## src/design/dlgc_pkg.sv

```systemverilog
// ----------------------------------------------------------------------------
// dlgc_pkg
// Shared types and constants for the dual shift register gold code generator.
// ----------------------------------------------------------------------------
package dlgc_pkg;

  localparam int MAX_STAGES = 32;
  localparam int INDEX_BITS = 20;
  localparam int STAGE_IDX_W = $clog2(MAX_STAGES);
  localparam int CFG_DATA_W = 32;
  localparam int CFG_INDEX_W = 3;
  localparam int LEN_W = 6;
  localparam int IN_TDATA_W = 8;
  localparam int OUT_TDATA_W = ((1 + INDEX_BITS + 7) / 8) * 8;

  localparam logic [31:0] G1_INIT_RST = 32'h0000_00df;
  localparam logic [31:0] G1_TAPS_RST = 32'h0000_03a6;
  localparam logic [31:0] G2_INIT_RST = 32'h0000_03ff;
  localparam logic [31:0] G2_TAPS_RST = 32'h0000_0204;
  localparam logic [LEN_W-1:0] REG_LENGTH_RST = LEN_W'(10);
  localparam logic [INDEX_BITS-1:0] CODE_LENGTH_RST = INDEX_BITS'(1023);
  localparam logic [INDEX_BITS-1:0] G2_RELOAD_AT_RST = INDEX_BITS'(1023);

  typedef enum logic [CFG_INDEX_W-1:0] {
    REG_G1_INIT      = 3'd0,
    REG_G1_TAPS      = 3'd1,
    REG_G2_INIT      = 3'd2,
    REG_G2_TAPS      = 3'd3,
    REG_REG_LENGTH   = 3'd4,
    REG_CODE_LENGTH  = 3'd5,
    REG_G2_RELOAD_AT = 3'd6
  } cfg_reg_t;

  // configuration as seen by the datapath
  typedef struct packed {
    logic [MAX_STAGES-1:0]  g1_init;
    logic [MAX_STAGES-1:0]  g1_taps;
    logic [MAX_STAGES-1:0]  g2_init;
    logic [MAX_STAGES-1:0]  g2_taps;
    logic [MAX_STAGES-1:0]  stage_mask;
    logic [STAGE_IDX_W-1:0] out_pos;
    logic [INDEX_BITS-1:0]  last_index;
    logic [INDEX_BITS-1:0]  g2_reload_at;
  } cfg_t;

  // per-chip control for one shift register
  typedef struct packed {
    logic fire;
    logic preload;
    logic wrap;
  } lfsr_ctl_t;

endpackage

```

## src/design/dlgc_cfg.sv

```systemverilog
// ----------------------------------------------------------------------------
// dlgc_cfg
// Configuration register file and derived stage mask / period limits.
// ----------------------------------------------------------------------------
module dlgc_cfg (
  input  logic                              clk,
  input  logic                              rst_n,
  input  logic                              cfg_valid,
  output logic                              cfg_ready,
  input  logic [dlgc_pkg::CFG_INDEX_W-1:0]  cfg_index,
  input  logic [dlgc_pkg::CFG_DATA_W-1:0]   cfg_data,
  output dlgc_pkg::cfg_t                    cfg
);

  logic [31:0]                      g1_init_r;
  logic [31:0]                      g1_taps_r;
  logic [31:0]                      g2_init_r;
  logic [31:0]                      g2_taps_r;
  logic [dlgc_pkg::LEN_W-1:0]       reg_length_r;
  logic [dlgc_pkg::INDEX_BITS-1:0]  code_length_r;
  logic [dlgc_pkg::INDEX_BITS-1:0]  g2_reload_at_r;
  logic [dlgc_pkg::LEN_W:0]         stages;
  logic                             wr;

  assign cfg_ready = 1'b1;
  assign wr = cfg_valid & cfg_ready;

  always_ff @(posedge clk) begin
    if (!rst_n) begin
      g1_init_r      <= dlgc_pkg::G1_INIT_RST;
      g1_taps_r      <= dlgc_pkg::G1_TAPS_RST;
      g2_init_r      <= dlgc_pkg::G2_INIT_RST;
      g2_taps_r      <= dlgc_pkg::G2_TAPS_RST;
      reg_length_r   <= dlgc_pkg::REG_LENGTH_RST;
      code_length_r  <= dlgc_pkg::CODE_LENGTH_RST;
      g2_reload_at_r <= dlgc_pkg::G2_RELOAD_AT_RST;
    end else if (wr) begin
      case (dlgc_pkg::cfg_reg_t'(cfg_index))
        dlgc_pkg::REG_G1_INIT:      g1_init_r      <= cfg_data;
        dlgc_pkg::REG_G1_TAPS:      g1_taps_r      <= cfg_data;
        dlgc_pkg::REG_G2_INIT:      g2_init_r      <= cfg_data;
        dlgc_pkg::REG_G2_TAPS:      g2_taps_r      <= cfg_data;
        dlgc_pkg::REG_REG_LENGTH:   reg_length_r   <= cfg_data[dlgc_pkg::LEN_W-1:0];
        dlgc_pkg::REG_CODE_LENGTH:  code_length_r  <= cfg_data[dlgc_pkg::INDEX_BITS-1:0];
        dlgc_pkg::REG_G2_RELOAD_AT: g2_reload_at_r <= cfg_data[dlgc_pkg::INDEX_BITS-1:0];
        default: ;
      endcase
    end
  end

  // stage count clamped to 1..MAX_STAGES
  always_comb begin
    if (reg_length_r == '0) begin
      stages = (dlgc_pkg::LEN_W+1)'(1);
    end else if ({1'b0, reg_length_r} > (dlgc_pkg::LEN_W+1)'(dlgc_pkg::MAX_STAGES)) begin
      stages = (dlgc_pkg::LEN_W+1)'(dlgc_pkg::MAX_STAGES);
    end else begin
      stages = {1'b0, reg_length_r};
    end
  end

  always_comb begin
    for (int i = 0; i < dlgc_pkg::MAX_STAGES; i++) begin
      cfg.stage_mask[i] = ((dlgc_pkg::LEN_W+1)'(i) < stages);
    end
    cfg.out_pos      = dlgc_pkg::STAGE_IDX_W'(stages - (dlgc_pkg::LEN_W+1)'(1));
    cfg.g1_init      = dlgc_pkg::MAX_STAGES'(g1_init_r);
    cfg.g1_taps      = dlgc_pkg::MAX_STAGES'(g1_taps_r);
    cfg.g2_init      = dlgc_pkg::MAX_STAGES'(g2_init_r);
    cfg.g2_taps      = dlgc_pkg::MAX_STAGES'(g2_taps_r);
    // zero length acts as one chip per period
    cfg.last_index   = (code_length_r == '0) ? '0
                     : code_length_r - dlgc_pkg::INDEX_BITS'(1);
    cfg.g2_reload_at = g2_reload_at_r;
  end

endmodule

```

## src/design/dlgc_lfsr.sv

```systemverilog
// ----------------------------------------------------------------------------
// dlgc_lfsr
// One Fibonacci shift register: output tap, parity feedback and reload.
// ----------------------------------------------------------------------------
module dlgc_lfsr (
  input  logic                                clk,
  input  logic                                rst_n,
  input  logic [dlgc_pkg::MAX_STAGES-1:0]     rst_state,
  input  logic [dlgc_pkg::MAX_STAGES-1:0]     init,
  input  logic [dlgc_pkg::MAX_STAGES-1:0]     taps,
  input  logic [dlgc_pkg::MAX_STAGES-1:0]     stage_mask,
  input  logic [dlgc_pkg::STAGE_IDX_W-1:0]    out_pos,
  input  dlgc_pkg::lfsr_ctl_t                 ctl,
  output logic                                out_bit
);

  logic [dlgc_pkg::MAX_STAGES-1:0] state_r;
  logic [dlgc_pkg::MAX_STAGES-1:0] state_nxt;
  logic [dlgc_pkg::MAX_STAGES-1:0] init_m;
  logic [dlgc_pkg::MAX_STAGES-1:0] cur;
  logic [dlgc_pkg::MAX_STAGES-1:0] adv;
  logic                            fb;

  assign init_m  = init & stage_mask;
  assign cur     = ctl.preload ? init_m : state_r;
  assign out_bit = cur[out_pos];
  assign fb      = ^(cur & taps);
  assign adv     = {cur[dlgc_pkg::MAX_STAGES-2:0], fb} & stage_mask;

  always_comb begin
    state_nxt = state_r;
    if (ctl.fire) begin
      state_nxt = ctl.wrap ? init_m : adv;
    end
  end

  always_ff @(posedge clk) begin
    if (!rst_n) begin
      state_r <= rst_state;
    end else begin
      state_r <= state_nxt;
    end
  end

endmodule

```

## src/design/dual_lfsr_gold_code_generator.sv

```systemverilog
// ----------------------------------------------------------------------------
// dual_lfsr_gold_code_generator
// Gold code chip generator built from two configurable shift registers.
//
//   channel  direction  handshake            payload
//   in_      slave      in_tvalid/in_tready  in_tdata[0] restart
//   out_     master     out_tvalid/tready    out_tdata chip, chip_index; tlast
//   cfg_     slave      cfg_valid/cfg_ready  cfg_index, cfg_data
//
// one chip per clock while out_ is not stalled; a word waits in the input
// register, then passes to the output register. the chip logic between the
// two registers is a masked shift, a parity tree and a 20-bit compare.
// synchronous reset loads the reset configuration and the initial states.
// a stalled output holds the input stage as well; cfg_ready is always high.
// ----------------------------------------------------------------------------
module dual_lfsr_gold_code_generator (
  input  logic                                clk,
  input  logic                                rst_n,
  input  logic                                in_tvalid,
  output logic                                in_tready,
  input  logic [dlgc_pkg::IN_TDATA_W-1:0]     in_tdata,   // [0] restart
  output logic                                out_tvalid,
  input  logic                                out_tready,
  output logic [dlgc_pkg::OUT_TDATA_W-1:0]    out_tdata,  // [0] chip, [20:1] chip_index
  output logic                                out_tlast,  // last_of_period
  input  logic                                cfg_valid,
  output logic                                cfg_ready,
  input  logic [dlgc_pkg::CFG_INDEX_W-1:0]    cfg_index,
  input  logic [dlgc_pkg::CFG_DATA_W-1:0]     cfg_data
);

  dlgc_pkg::cfg_t       cfg;
  dlgc_pkg::lfsr_ctl_t  g1_ctl;
  dlgc_pkg::lfsr_ctl_t  g2_ctl;

  logic                             in_valid_r;
  logic                             restart_r;
  logic                             out_valid_r;
  logic                             out_valid_nxt;
  logic                             chip_r;
  logic [dlgc_pkg::INDEX_BITS-1:0]  index_r;
  logic                             last_r;
  logic [dlgc_pkg::INDEX_BITS-1:0]  cnt_r;
  logic [dlgc_pkg::INDEX_BITS-1:0]  cnt_nxt;
  logic [dlgc_pkg::INDEX_BITS-1:0]  idx;
  logic                             advance;
  logic                             fire;
  logic                             last;
  logic                             g1_bit;
  logic                             g2_bit;

  dlgc_cfg u_cfg (
    .clk       (clk),
    .rst_n     (rst_n),
    .cfg_valid (cfg_valid),
    .cfg_ready (cfg_ready),
    .cfg_index (cfg_index),
    .cfg_data  (cfg_data),
    .cfg       (cfg)
  );

  assign advance   = !out_valid_r || out_tready;
  assign fire      = in_valid_r && advance;
  assign in_tready = !in_valid_r || advance;

  assign idx  = restart_r ? '0 : cnt_r;
  assign last = (idx >= cfg.last_index);

  always_comb begin
    g1_ctl.fire    = fire;
    g1_ctl.preload = restart_r;
    g1_ctl.wrap    = last;
    g2_ctl.fire    = fire;
    // mid-period reload of the second register
    g2_ctl.preload = restart_r || (idx == cfg.g2_reload_at);
    g2_ctl.wrap    = last;
  end

  dlgc_lfsr u_g1 (
    .clk        (clk),
    .rst_n      (rst_n),
    .rst_state  (dlgc_pkg::MAX_STAGES'(dlgc_pkg::G1_INIT_RST)),
    .init       (cfg.g1_init),
    .taps       (cfg.g1_taps),
    .stage_mask (cfg.stage_mask),
    .out_pos    (cfg.out_pos),
    .ctl        (g1_ctl),
    .out_bit    (g1_bit)
  );

  dlgc_lfsr u_g2 (
    .clk        (clk),
    .rst_n      (rst_n),
    .rst_state  (dlgc_pkg::MAX_STAGES'(dlgc_pkg::G2_INIT_RST)),
    .init       (cfg.g2_init),
    .taps       (cfg.g2_taps),
    .stage_mask (cfg.stage_mask),
    .out_pos    (cfg.out_pos),
    .ctl        (g2_ctl),
    .out_bit    (g2_bit)
  );

  always_comb begin
    cnt_nxt = cnt_r;
    if (fire) begin
      cnt_nxt = last ? '0 : idx + dlgc_pkg::INDEX_BITS'(1);
    end
  end

  always_comb begin
    out_valid_nxt = out_valid_r;
    if (fire) begin
      out_valid_nxt = 1'b1;
    end else if (out_tready) begin
      out_valid_nxt = 1'b0;
    end
  end

  always_ff @(posedge clk) begin
    if (!rst_n) begin
      in_valid_r  <= 1'b0;
      out_valid_r <= 1'b0;
      cnt_r       <= '0;
    end else begin
      if (in_tready) begin
        in_valid_r <= in_tvalid;
      end
      out_valid_r <= out_valid_nxt;
      cnt_r       <= cnt_nxt;
    end
  end

  always_ff @(posedge clk) begin
    if (in_tvalid && in_tready) begin
      restart_r <= in_tdata[0];
    end
    if (fire) begin
      chip_r  <= g1_bit ^ g2_bit;
      index_r <= idx;
      last_r  <= last;
    end
  end

  assign out_tvalid = out_valid_r;
  assign out_tdata  = dlgc_pkg::OUT_TDATA_W'({index_r, chip_r});
  assign out_tlast  = last_r;

endmodule

```

## config.mk

```make
export PLATFORM = sky130hd
export DESIGN_NAME = dual_lfsr_gold_code_generator
export DESIGN_NICKNAME = d
export VERILOG_FILES = /design/src/design/dlgc_pkg.sv /design/src/design/dlgc_cfg.sv /design/src/design/dlgc_lfsr.sv /design/src/design/dual_lfsr_gold_code_generator.sv
export SDC_FILE = /design/constraint.sdc
export NUM_CORES = 1
export LEC_CHECK = 0
export BUFFER_PORTS_ARGS = -buffer_cell sky130_fd_sc_hd__buf_2
export CORE_ASPECT_RATIO = 1.75
export CORE_UTILIZATION = 35
export CTS_CLUSTER_SIZE = 24
export DETAILED_ROUTE_END_ITERATION = 8
export GPL_ROUTABILITY_DRIVEN = 0
export SLEW_MARGIN = 20
export SYNTH_ARGS = -nofsm -noshare
export SYNTH_HDL_FRONTEND = slang
export SYNTH_SLANG_ARGS = --single-unit
```

## constraint.sdc

```tcl
create_clock -name clk -period 6.5 [get_ports clk]
set_clock_uncertainty 0.1 [all_clocks]
set_input_delay 0.325 -clock clk [delete_from_list [all_inputs] [get_ports clk]]
set_output_delay 0.325 -clock clk [all_outputs]
set_load 0.02 [all_outputs]
```

# == After elaboration in Yosys (flattened, before gate mapping) ==
# Cells that the tools add are included.
# word_totals
out_inout_bits,28
in_bits,48
word_cells,103
ff_bits,283
# op_classes
n_mux,15
reduce_logical,20
n_addsub,3
eq_ne,7
n_bitwise,7
order_cmp,35
# ops
operator,count
AND 32 bit,6
two-way mux 32 bit,4
"< comparator 5 x 6 -> 1 bit, first input constant",16
parity 32 bit,2
two-way mux 20 bit,3
"< comparator 4 x 6 -> 1 bit, first input constant",8
"< comparator 3 x 6 -> 1 bit, first input constant",4
"adder 20 x 1 -> 20 bit, second input constant",1
== test 20 bit,1
greater-or-equal comparator 20 bit,1
logical NOT 20 bit,1
"subtractor 20 x 1 -> 20 bit, second input constant",1
AND reduction 2 bit,7
"< comparator 1 x 6 -> 1 bit, first input constant",2
"< comparator 2 x 6 -> 1 bit, first input constant",2
two-way mux 6 bit,2
binary-select mux 1 bit (select 5 bit),2
"== test 3 bit, second input constant",3
"== test 3 x 2 -> 1 bit, second input constant",2
"greater-than comparator 6 bit, second input constant",1
logical NOT 6 bit,1
"< comparator 5 x 6 -> 1 bit, second input constant",1
"subtractor 5 x 1 -> 5 bit, second input constant",1
two-way mux 1 bit,4
7 further kinds,11

# == Depth between registers and ports, before layout ==
# logic_depth
word_depth,10
mapped_depth,22

# == Cells and area by module ==
# Synthesis repeated with hierarchy kept, for this count alone.
# unflattened
hier_cells,1973
hier_area_um2,16100.4
# by_module_without_submodules
mod,seq_area_each_um2,instances,area_per_inst_um2,cells_per_inst
dlgc_cfg,3483.3,1,7154.4,920
dlgc_lfsr,960.9,2,3070.4,381
dual_lfsr_gold_code_generator,1131.1,1,2805.2,291

# == Worst setup path after synthesis ==
# OpenSTA, ideal clock, no wires.
# synth_path
path_kind,register to register
startpoint,reg restart_r
endpoint,reg u_g2.state_r[23] (netlist name)
setup_ns,0.125
stages_incl_launch_ff,23
arrival_time_ns,4.961
period_less_slack_ns,5.186
required_ns,6.275
setup_slack_ns,1.314
path_cell_list,edfxtp_1 > buf_6 > clkbuf_1 > clkbuf_1 > clkbuf_1 > clkbuf_1 > buf_1 > clkbuf_1 > nor2b_1 > ha_1 > a21o_1 > a21o_1 > a21o_1 > a21o_1 > a21o_1 > a21o_1 > a21oi_1 > o2111ai_1 > nand2_1 > buf_2 > buf_2 > mux2i_1 > o21ai_0
# synth_via
elab_chain_len,6
# synth_rtl
item,line,rtl
from (decl),dual_lfsr_gold_code_generator.sv:37,logic restart_r;
from (signal assigned),dual_lfsr_gold_code_generator.sv:135,restart_r <= in_tdata[0];
two-way mux 20 bit (*),dual_lfsr_gold_code_generator.sv:66,assign idx = restart_r ? '0 : cnt_r;
named net idx (one bit),dual_lfsr_gold_code_generator.sv:45,logic [dlgc_pkg::INDEX_BITS-1:0] idx;
branches (longest 4 deep; another with greater-or-equal comparator 20 bit),--,
two-way mux 32 bit (*),dlgc_lfsr.sv:33,state_nxt = ctl.wrap ? init_m : adv;
to (signal assigned),dlgc_lfsr.sv:39,state_r <= rst_state;
to (signal assigned),dlgc_lfsr.sv:41,state_r <= state_nxt;
to (decl),dlgc_lfsr.sv:17,logic [dlgc_pkg::MAX_STAGES-1:0] state_r;
# Mark *: on every way through the listed nets, which the timed path passes.
# A chain may end at the register's enable or synchronous reset.

# == Worst setup path after layout ==
# layout_path
startpoint,reg u_cfg.code_length_r[2] (netlist name)
endpoint,reg cnt_r[3] (netlist name)
# layout_via
elab_chain_len,4
# layout_rtl
item,line,rtl
from (decl),dlgc_cfg.sv:20,logic [dlgc_pkg::INDEX_BITS-1:0] code_length_r;
from (signal assigned),dlgc_cfg.sv:35,code_length_r <= dlgc_pkg::CODE_LENGTH_RST;
from (signal assigned),dlgc_cfg.sv:44,dlgc_pkg::REG_CODE_LENGTH: code_length_r <= cfg_data[dlgc_pkg::INDEX_BITS-1:0];
subtractor 20 x 1 -> 20 bit or logical NOT 20 bit (tied branches),"dlgc_cfg.sv:73, dlgc_cfg.sv:72",
two-way mux 20 bit (*),dlgc_cfg.sv:72,cfg.last_index = (code_length_r == '0) ? '0
greater-or-equal comparator 20 bit (*),dual_lfsr_gold_code_generator.sv:67,assign last = (idx >= cfg.last_index);
two-way mux 20 bit (*),dual_lfsr_gold_code_generator.sv:106,cnt_nxt = last ? '0 : idx + dlgc_pkg::INDEX_BITS'(1);
to (signal assigned),dual_lfsr_gold_code_generator.sv:129,cnt_r <= cnt_nxt;
to (decl),dual_lfsr_gold_code_generator.sv:43,logic [dlgc_pkg::INDEX_BITS-1:0] cnt_r;
# Mark *: on every way between the ends. The rest lies on a longest branch, timed or not.

==> results.md <==
- Gr usage total: 0.241
- Clk pwr share: 0.446
- Final Max Tran Viols: 0
- Part of the power in registers: 0.457
- Distinct cell type count after synthesis: 73
- Vias per cell: 5.49
- Worst vdd ir: 183 uV
- Rows: 100
- Comb power frac: 0.097
- WP data required: 6890 ps
- Relative slew slack: 0.221
- FF+latch count, synth: 283
- Core outline area: 42500 um^2
- Main synth FF type: dfxtp_1
- Worst-skew pair later-pin latency: 590 ps
- ANT cells: 0
- Status: finished clean
- CTS tree: built
- Max Clk Rate: 0.173 GHz
- Sw Pwr: 1.03 mW
- Pwr/cell area: 234 nW/um^2
- R2r setup slk: 700 ps
- Post-synth top cells: 550 x nand2_1, 260 x dfxtp_1, 182 x a21oi_1
- Post-place instance area: 15900 um^2
- EDFF count, synth: 23
- Pint: 2.97 mW
- Starting Density: 0.354
- Max-cap violations: 0
- Total grt overflow: 0
- Fin cells: 2546
- Critical path fanouts, max: 37
- H-tree depth: 1
- Clock root buffer: clkbuf_16
- Fillers: 4332
- Final setup viols: 0
- Number of global-route vias before repair: 13600
- Largest net degree at the start of global routing: 84
- Ports: 76
- CTS clk-pin slew, worst paths: 70 ps
- Hold Vio Cnt, Final: 0
- Num Clock Sinks: 283
- Top cells by area, synth: dfxtp_1 35%, nand2_1 14%, a21oi_1 6.0%
- Share of the yosys chip area belonging to registers: 0.391
- Startpoint Class: register
- Total length of routed wires: 53600 um
- Die W: 159 um
- Net Sw Frac: 0.257
- CTS Buf Count: 27
- Cts repair resizes: 0
- Hold slack: 5.73 ps
- Avg Cell Area, Syn: 7.76 um^2
- Cell Count Post-Placement: 2470
- CP Capture Type: register
- Worst slew pin tran: 1170 ps
- Synth-to-layout area growth: 13.6%
- Synth area leader: dfxtp_1
- Design Area, Final: 17100 um^2
- Detailed-route via count: 14000
- Die Y: 277 um
- Mapped cell area: 15100 um^2
- Drt wl/cell: 21.1 um
- DRT iter0 DRCs: 1033
- DR pass1 iterations: 5
- Min Clock Period, post-route: 5800 ps
- Pleak: 6.65 nW
- Die area: 43900 um^2
- Library cell with the highest instance count after synthesis: nand2_1
- Initial antenna violation count: 0
- Kind of critical path: reg -> reg
- Nets: 2038
- YS warnings: 0
- RSZ-0062 raised after global routing: false
- Post-Synthesis Cells: 1942
- Final ANT Viol Nets: 0
- Period Utilization, post-route: 0.892
- Yosys top cell area share: 0.345
- # Post-CTS Setup Buffers: 0
- DR DRC count: 0
- Maximum clock path buffer count: 3
- Post-DP HPWL: 37100 um
- Worst min path class: in -> reg
- Setup_tns: 0 ps
- Layout cells sized above 1: 0.0987
- First-pass GRT wire length: 81000 um
- CP Data Arrival Time: 6180 ps
- Port bufs: 64
- Post-synth ARST share: 0
per-stage QoR:
step	util	power [mW]	worst slack [ps]
2_1_floorplan	-	2.09	1310
3_3_place_gp	0.372	2.23	855
3_5_place_dp	0.373	2.24	752
4_1_cts	0.403	4.02	693
5_1_grt	0.403	4.12	318
6_report	0.403	4.00	704
power by group through the flow:
stage	logic, mW	registers, mW	clock network (mW)
finish	0.387	1.83	1.78
global placement	0.360	1.87	0
CTS	0.383	1.83	1.81
global route	0.412	1.84	1.87
detailed placement	0.367	1.87	0
floorplan	0.226	1.87	0
area by class of cell:
type	count	area (um^2)	share of cell area
Timing Repair Buffer	122	876	0.0511
Inverter	65	246	0.0144
Multi-Input combinational cell	1467	8420	0.491
Sequential cell	283	5900	0.344
Clock buffer	36	781	0.0456
Tap cell	561	702	0.0410
Clock inverter	12	209	0.0122
path summary, 6_finish.rpt:
check,from,end,depth (start not counted)
min,cfg_data[7],u_cfg.g2_taps_r[7]$_SDFFE_PN0P_,3
min reg2reg,u_g1.state_r[19]$_SDFFE_PN0P_,u_g1.state_r[19]$_SDFFE_PN0P_,2
max reg2reg,u_cfg.code_length_r[2]$_SDFFE_PN1P_,cnt_r[3]$_SDFFE_PN0P_,20
max,u_cfg.code_length_r[2]$_SDFFE_PN1P_,cnt_r[3]$_SDFFE_PN0P_,20
logic make-up (layout without fill, tap and decap cells):
logic type	after synthesis	in the layout	synth area share
compound gates	374	374	0.147
xor+xnor	88	88	0.0559
fa+ha+maj	24	24	0.0199
buf+inv	194	235	0.0537
flops	283	283	0.391
mux	103	103	0.0818
other cells	2	4	0.000498
simple gates	874	874	0.250
layer usage:
metal | vias to the layer above | share of wire | track usage
met1 | 6683 | 0.35 | 0.242
met5 | - | 0 | 0
met4 | 0 | 0.090 | 0.201
li1 | 6596 | - | -
met3 | 200 | 0.046 | 0.0270
met2 | 495 | 0.51 | 0.443
layout by cell type, fill, tap and decap left out, types with 11 or more instances in the layout:
master         synthesis  layout
clkbuf_16              0      28
nand2_1              550     547
or4_1                 11      11
dfxtp_1              260     260
o41ai_1               19      19
a31oi_1               15      15
mux2_2                15      15
edfxtp_1              23      23
a21o_1                19      19
o22ai_1               16      16
xor2_1                23      23
inv_1                 64      63
mux2i_1               72      72
ha_1                  24      24
nand3_1               80      80
nor2b_1               40      40
o31ai_1               15      15
mux4_2                13      13
buf_4                  6      26
buf_2                  7      64
nor3_1                15      13
dlygate4sd3_1          0      28
o21ai_0               66      66
nor2_1               107     104
nand2b_1              15      14
a21oi_1              182     182
xnor2_1               59      59
registers in the layout, summed over array words and instances, names as in the netlist:
signal	flops
out_tlast	1
u_cfg.reg_length_r	6
u_cfg.g2_reload_at_r	20
u_g2.state_r	32
out_tvalid	1
cnt_r	20
u_cfg.g1_taps_r	32
index_r	20
u_cfg.g2_taps_r	32
chip_r	1
in_valid_r	1
u_cfg.code_length_r	20
u_g1.state_r	32
restart_r	1
u_cfg.g2_init_r	32
u_cfg.g1_init_r	32
critical path, cell delays in order, from the launching register on:
cell	delay, ps
dfxtp_1	350
nor4_1	370
nand2_1	180
or4_1	540
nor3_1	440
and2_1	400
a21oi_1	140
ha_1	300
nand2b_1	140
a21o_1	180
a21o_1	170
a21o_1	170
a21o_1	170
a21o_1	170
a21o_1	170
a21oi_1	200
o2111ai_1	240
nand2_4	160
inv_2	350
or4_1	590
a31oi_1	160
timing repair:
| action | in CTS | in global routing |
|---|---|---|
| setup endpoints to repair | 0 | 0 |
| hold buffers | 28 | 0 |
| endpoints found under the hold margin | 109 | 0 |
No activity file was read; power rests on OpenSTA's default activity.
